$ cat src/rtl/core/mct_pkg.sv
`timescale 1ns / 1ps

package mct_pkg;

  // Default sizes of the tracked set.
  localparam int DEF_MAX_METALS = 8;
  localparam int DEF_MAX_ATOMS  = 1024;

  // Field widths of the item channels.
  localparam int SLOT_IN_W  = 3;
  localparam int ATOM_W     = 10;
  localparam int ELEM_W     = 4;
  localparam int DELTA_W    = 20;
  localparam int KIND_W     = 2;
  localparam int CNT_W      = 11;
  localparam int CFG_DATA_W = 48;
  localparam int REG_IDX_W  = 3;
  localparam int THR_W      = 24;
  localparam int SQ_W       = 2 * DELTA_W;
  localparam int D2_W       = SQ_W + 2;

  localparam logic [CNT_W-1:0] CNT_MAX = '1;

  // Element codes.
  localparam logic [ELEM_W-1:0] EL_C  = 4'd1;
  localparam logic [ELEM_W-1:0] EL_O  = 4'd2;
  localparam logic [ELEM_W-1:0] EL_H  = 4'd3;
  localparam logic [ELEM_W-1:0] EL_BR = 4'd4;
  localparam logic [ELEM_W-1:0] EL_F  = 4'd5;
  localparam logic [ELEM_W-1:0] EL_S  = 4'd6;
  localparam logic [ELEM_W-1:0] EL_P  = 4'd7;
  localparam logic [ELEM_W-1:0] EL_CL = 4'd8;
  localparam logic [ELEM_W-1:0] EL_MN = 4'd9;
  localparam logic [ELEM_W-1:0] EL_RU = 4'd10;
  localparam logic [ELEM_W-1:0] EL_AU = 4'd11;

  // Event kinds.
  localparam logic [KIND_W-1:0] EV_NONE   = 2'd0;
  localparam logic [KIND_W-1:0] EV_FORMED = 2'd1;
  localparam logic [KIND_W-1:0] EV_BROKEN = 2'd2;

  // Threshold register indexes.
  localparam int NUM_REGS = 5;
  localparam logic [REG_IDX_W-1:0] REG_MN_O_MN_H  = 3'd0;
  localparam logic [REG_IDX_W-1:0] REG_MN_BR_MN_F = 3'd1;
  localparam logic [REG_IDX_W-1:0] REG_MN_S_MN_P  = 3'd2;
  localparam logic [REG_IDX_W-1:0] REG_RU_F_RU_CL = 3'd3;
  localparam logic [REG_IDX_W-1:0] REG_RU_P_AU_AU = 3'd4;

  typedef logic [NUM_REGS-1:0][CFG_DATA_W-1:0] thr_regs_t;

  typedef struct packed {
    logic             hit;
    logic [THR_W-1:0] thr;
  } thr_sel_t;

  // Picks the squared threshold for an element pair; unlisted pairs miss.
  function automatic thr_sel_t thr_lookup(input logic [ELEM_W-1:0] me,
                                          input logic [ELEM_W-1:0] ae,
                                          input thr_regs_t regs);
    thr_sel_t             s;
    logic [REG_IDX_W-1:0] idx;
    logic                 high;
    s.hit = 1'b0;
    s.thr = '0;
    idx   = REG_MN_O_MN_H;
    high  = 1'b0;
    unique case (me)
      EL_MN: begin
        unique case (ae)
          EL_O:  begin s.hit = 1'b1; idx = REG_MN_O_MN_H;  high = 1'b0; end
          EL_H:  begin s.hit = 1'b1; idx = REG_MN_O_MN_H;  high = 1'b1; end
          EL_BR: begin s.hit = 1'b1; idx = REG_MN_BR_MN_F; high = 1'b0; end
          EL_F:  begin s.hit = 1'b1; idx = REG_MN_BR_MN_F; high = 1'b1; end
          EL_S:  begin s.hit = 1'b1; idx = REG_MN_S_MN_P;  high = 1'b0; end
          EL_P:  begin s.hit = 1'b1; idx = REG_MN_S_MN_P;  high = 1'b1; end
          default: s.hit = 1'b0;
        endcase
      end
      EL_RU: begin
        unique case (ae)
          EL_F:  begin s.hit = 1'b1; idx = REG_RU_F_RU_CL; high = 1'b0; end
          EL_CL: begin s.hit = 1'b1; idx = REG_RU_F_RU_CL; high = 1'b1; end
          EL_P:  begin s.hit = 1'b1; idx = REG_RU_P_AU_AU; high = 1'b0; end
          default: s.hit = 1'b0;
        endcase
      end
      EL_AU: begin
        if (ae == EL_AU) begin
          s.hit = 1'b1;
          idx   = REG_RU_P_AU_AU;
          high  = 1'b1;
        end
      end
      default: s.hit = 1'b0;
    endcase
    if (high) begin
      s.thr = regs[idx][2*THR_W-1:THR_W];
    end else begin
      s.thr = regs[idx][THR_W-1:0];
    end
    return s;
  endfunction

endpackage

$ cat src/rtl/core/mct_dist_sq.sv
`timescale 1ns / 1ps

// Squares the three coordinate differences into registers and sums them.
module mct_dist_sq (
  input  logic                               clk,
  input  logic                               en,
  input  logic signed [mct_pkg::DELTA_W-1:0] dx,
  input  logic signed [mct_pkg::DELTA_W-1:0] dy,
  input  logic signed [mct_pkg::DELTA_W-1:0] dz,
  output logic [mct_pkg::D2_W-1:0]           d2
);

  logic signed [mct_pkg::SQ_W-1:0] px;
  logic signed [mct_pkg::SQ_W-1:0] py;
  logic signed [mct_pkg::SQ_W-1:0] pz;
  logic [mct_pkg::SQ_W-1:0]        sq_x_r;
  logic [mct_pkg::SQ_W-1:0]        sq_y_r;
  logic [mct_pkg::SQ_W-1:0]        sq_z_r;

  // A square is never negative, so its bits are taken as unsigned.
  assign px = dx * dx;
  assign py = dy * dy;
  assign pz = dz * dz;

  always_ff @(posedge clk) begin
    if (en) begin
      sq_x_r <= $unsigned(px);
      sq_y_r <= $unsigned(py);
      sq_z_r <= $unsigned(pz);
    end
  end

  // Sum of the registered squares.
  assign d2 = mct_pkg::D2_W'(sq_x_r) + mct_pkg::D2_W'(sq_y_r) + mct_pkg::D2_W'(sq_z_r);

endmodule

$ cat config.mk
export PLATFORM = sky130hd
export DESIGN_NAME = mct_dist_sq
export DESIGN_NICKNAME = d
export VERILOG_FILES = /design/src/rtl/core/mct_pkg.sv /design/src/rtl/core/mct_dist_sq.sv
export SDC_FILE = /design/constraint.sdc
export NUM_CORES = 2
export LEC_CHECK = 0
export BUFFER_PORTS_ARGS = -buffer_cell sky130_fd_sc_hd__buf_2
export CAP_MARGIN = 20
export CELL_PAD_IN_SITES_DETAIL_PLACEMENT = 1
export CELL_PAD_IN_SITES_GLOBAL_PLACEMENT = 1
export CORE_MARGIN = 2
export CORE_UTILIZATION = 33
export DETAILED_ROUTE_END_ITERATION = 8
export HOLD_SLACK_MARGIN = 0.02
export PLACE_DENSITY = 0.68
export SYNTH_ARGS = -nofsm -noshare
export SYNTH_HDL_FRONTEND = slang
export SYNTH_SLANG_ARGS = --single-unit
$ cat constraint.sdc
create_clock -name clk -period 9.5 [get_ports clk]
set_clock_uncertainty 0.2 [all_clocks]
set_input_delay 1.425 -clock clk [delete_from_list [all_inputs] [get_ports clk]]
set_output_delay 1.425 -clock clk [all_outputs]
set_load 0.02 [all_outputs]
==> flow_metrics.py <==
metrics = {
    "status": {
        "status": "complete, no violations",
    },
    "drt": {
        "drc": 0,
        "via_count": 31244,
        "routed_wl_um": 124000,
        "first_pass_iters": 5,
        "wire_per_inst_um": 18.4,
        "antenna_left": 0,
        "viasPerCell": 4.65,
        "first_iter_violations": 1361,
    },
    "hold_path": {
        "min_to": "sq_z_r[0]",
        "worstHoldStart": "dz[0]",
        "whs_path_depth": 1,
        "min_path_type": "in -> reg",
    },
    "clock_tree": {
        "cts_root_buffer": "clkbuf_16",
        "cts_made_buffers": 17,
        "clockBufferDepth": 2,
        "ctsResizeCount": 0,
        "cts_max_level": 4,
        "cts.clk_slew.worst_paths_ns": 0.06,
        "post_cts_buffers": 0,
        "cts_tree": "yes",
        "cts_hold_buf": 0,
        "clock-sinks": 117,
    },
    "final_layout": {
        "area_growth_pct": 6.93,
        "final_cell_mix": "inv_1 (1,417), fa_1 (1,189), nand2_1 (382), ha_1 (363), and2_1 (232)",
        "final_nets": 6428,
        "fin_util_pct": 35.5,
        "drive_above_1_share_pct": 4.35,
        "final_common_cell": "inv_1",
        "finalInstanceArea_um2": 50100,
    },
    "synthesis": {
        "ys_seq_area_share_pct": 7.50,
        "ys_ff_latch": 117,
        "synth_edf_count": 117,
        "synth_area_per_cell_um2": 9.78,
        "yosysWarnings": 0,
        "syn_inst": 4789,
        "synthArstFlopShare_pct": 0,
        "synth.cell_area_um2": 46900,
        "synth_ff_type": "edfxtp_1",
        "yosysUniqueCellTypes": 71,
    },
    "die": {
        "fp-row-count": 138,
        "core_um2": 141000,
        "die_h_um": 381,
        "dieArea_um2": 145000,
        "initial_core_util_pct": 33.2,
        "io_pins": 104,
        "die_width_um": 381,
    },
    "place": {
        "placed_area_um2": 49500,
        "port-buffer-count": 103,
        "place_hpwl_um": 107000,
        "gp_congestion": 0.865,
    },
    "timing": {
        "setup_viol": 0,
        "period_needed_ns": 8.64,
        "rsz0062_at_grt": "no",
        "max_freq_mhz": 116,
        "final-hold-violation-count": 0,
        "slew_viol_final": 0,
        "tns_ns": 0,
        "relSlewSlack_pct": 41.8,
        "worstMarginPinSlew_ns": 0.874,
        "finalCritPeriodShare_pct": 90.9,
    },
    "global_route": {
        "grt.total_usage_pct": 17.8,
        "grt_max_degree": 67,
        "gr-total-overflow": 0,
        "first_global_vias": 37131,
        "grt_pass1_wl_um": 203000,
        "antenna_found_initial": 5,
    },
    "worst_setup_path": {
        "worstPathRequired_ns": 9.48,
        "path_class": "in -> reg",
        "cp_max_fo": 10,
        "startpoint_type": "input port",
        "endpoint_kind": "register",
        "cp.arrival_ns": 8.61,
    },
    "job": {
        "drv_cap": 0,
    },
}
-- cell families after synthesis --
| logic type | Yosys count | synth area share [%] |
|---|---|---|
| AO/OA/AOI/OAI | 411 | 5.79 |
| XOR/XNOR | 197 | 3.68 |
| adder cells (fa/ha/maj) | 1552 | 60.5 |
| buffers and inverters | 1556 | 12.5 |
| flip-flops | 117 | 7.50 |
| multiplexers | 6 | 0.136 |
| other | 1 | 0.00800 |
| AND/OR/NAND/NOR | 949 | 9.91 |
-- flip-flops by register name, summed over array words and instances, names as in the netlist --
name and flops:
sq_z_r 39, sq_y_r 39, sq_x_r 39
-- how the worst max path moves through the flow --
stage / slack, ns / to / depth (start not counted) / start
6_report: 0.86 / sq_z_r[33] / 24 / dz[5]
5_1_grt: 0.49 / sq_z_r[33] / 24 / dz[5]
4_1_cts: 0.91 / sq_z_r[33] / 24 / dz[5]
3_5_place_dp: 0.45 / sq_z_r[33] / 24 / dz[5]
3_3_place_gp: 0.48 / sq_z_r[33] / 24 / dz[5]
2_1_floorplan: 0.96 / sq_y_r[38] / 26 / dy[19]
-- cell usage after synthesis, types with 5 or more instances --
master | count | area (um^2)
xnor2_1 | 149 | 1310
a21oi_1 | 124 | 621
and2_1 | 232 | 1450
nor2b_1 | 69 | 432
nand2_1 | 382 | 1430
or2_2 | 11 | 68.8
fa_1 | 1189 | 23800
a31oi_1 | 15 | 93.8
nor2_1 | 124 | 465
a211o_1 | 7 | 61.3
a2111oi_0 | 5 | 43.8
nand4_1 | 22 | 138
o211ai_1 | 6 | 45.0
a211oi_1 | 15 | 113
o31ai_1 | 5 | 37.5
edfxtp_1 | 117 | 3510
clkbuf_1 | 137 | 514
ha_1 | 363 | 4540
a21o_1 | 63 | 473
o21ai_0 | 59 | 295
or3_1 | 5 | 31.3
o21bai_1 | 23 | 173
o21a_1 | 27 | 203
xor2_1 | 48 | 420
a31o_2 | 13 | 114
o22ai_1 | 5 | 31.3
nand2b_1 | 20 | 125
inv_1 | 1417 | 5320
nand3_1 | 31 | 155
and3_1 | 12 | 75.1
nor3_1 | 23 | 115
-- routing by layer --
layer | up-vias | track usage [%] | wire [um]
met3 | 100 | 1.60 | 3750
met5 | - | 0 | 13
met4 | 2 | 2.62 | 1740
li1 | 14104 | - | -
met2 | 427 | 31.6 | 62900
met1 | 16611 | 23.9 | 55100
-- critical path: stages --
cell,delay [ns]
buf_2,0.32
inv_1,0.26
nor2_1,0.27
fa_1,0.50
fa_1,0.54
inv_1,0.05
fa_1,0.50
inv_1,0.05
fa_1,0.55
fa_1,0.42
fa_1,0.49
inv_1,0.05
fa_1,0.57
inv_1,0.06
ha_1,0.41
and4_1,0.30
nand3_1,0.12
nor3b_1,0.20
o2bb2ai_1,0.33
a21oi_1,0.20
o31ai_1,0.45
a21oi_1,0.20
o21ai_0,0.22
xor2_1,0.11
-- stage by stage --
stage | hold slack, ns | setup WS, ns | cells
global placement | 1.67 | 0.482 | 6685
global route | 1.20 | 0.487 | 6717
floorplan | 1.32 | 0.962 | 4793
finish | 1.21 | 0.864 | 6718
detailed placement | 1.66 | 0.451 | 6685
CTS | 1.19 | 0.911 | 6717
-- layout make-up --
type,count,area (um^2)
inverter,1417,5320
clock inverter,13,158
timing repair buffer,141,803
antenna,1,2.50
tap,1890,2360
fill,16288,91100
sequential,117,3510
multi-input combinational,3120,37500
clock buffer,19,433
Power is left out: the tool's default activity adds up to more than one toggle a clock period on the data nets, which glitch-free logic cannot reach.
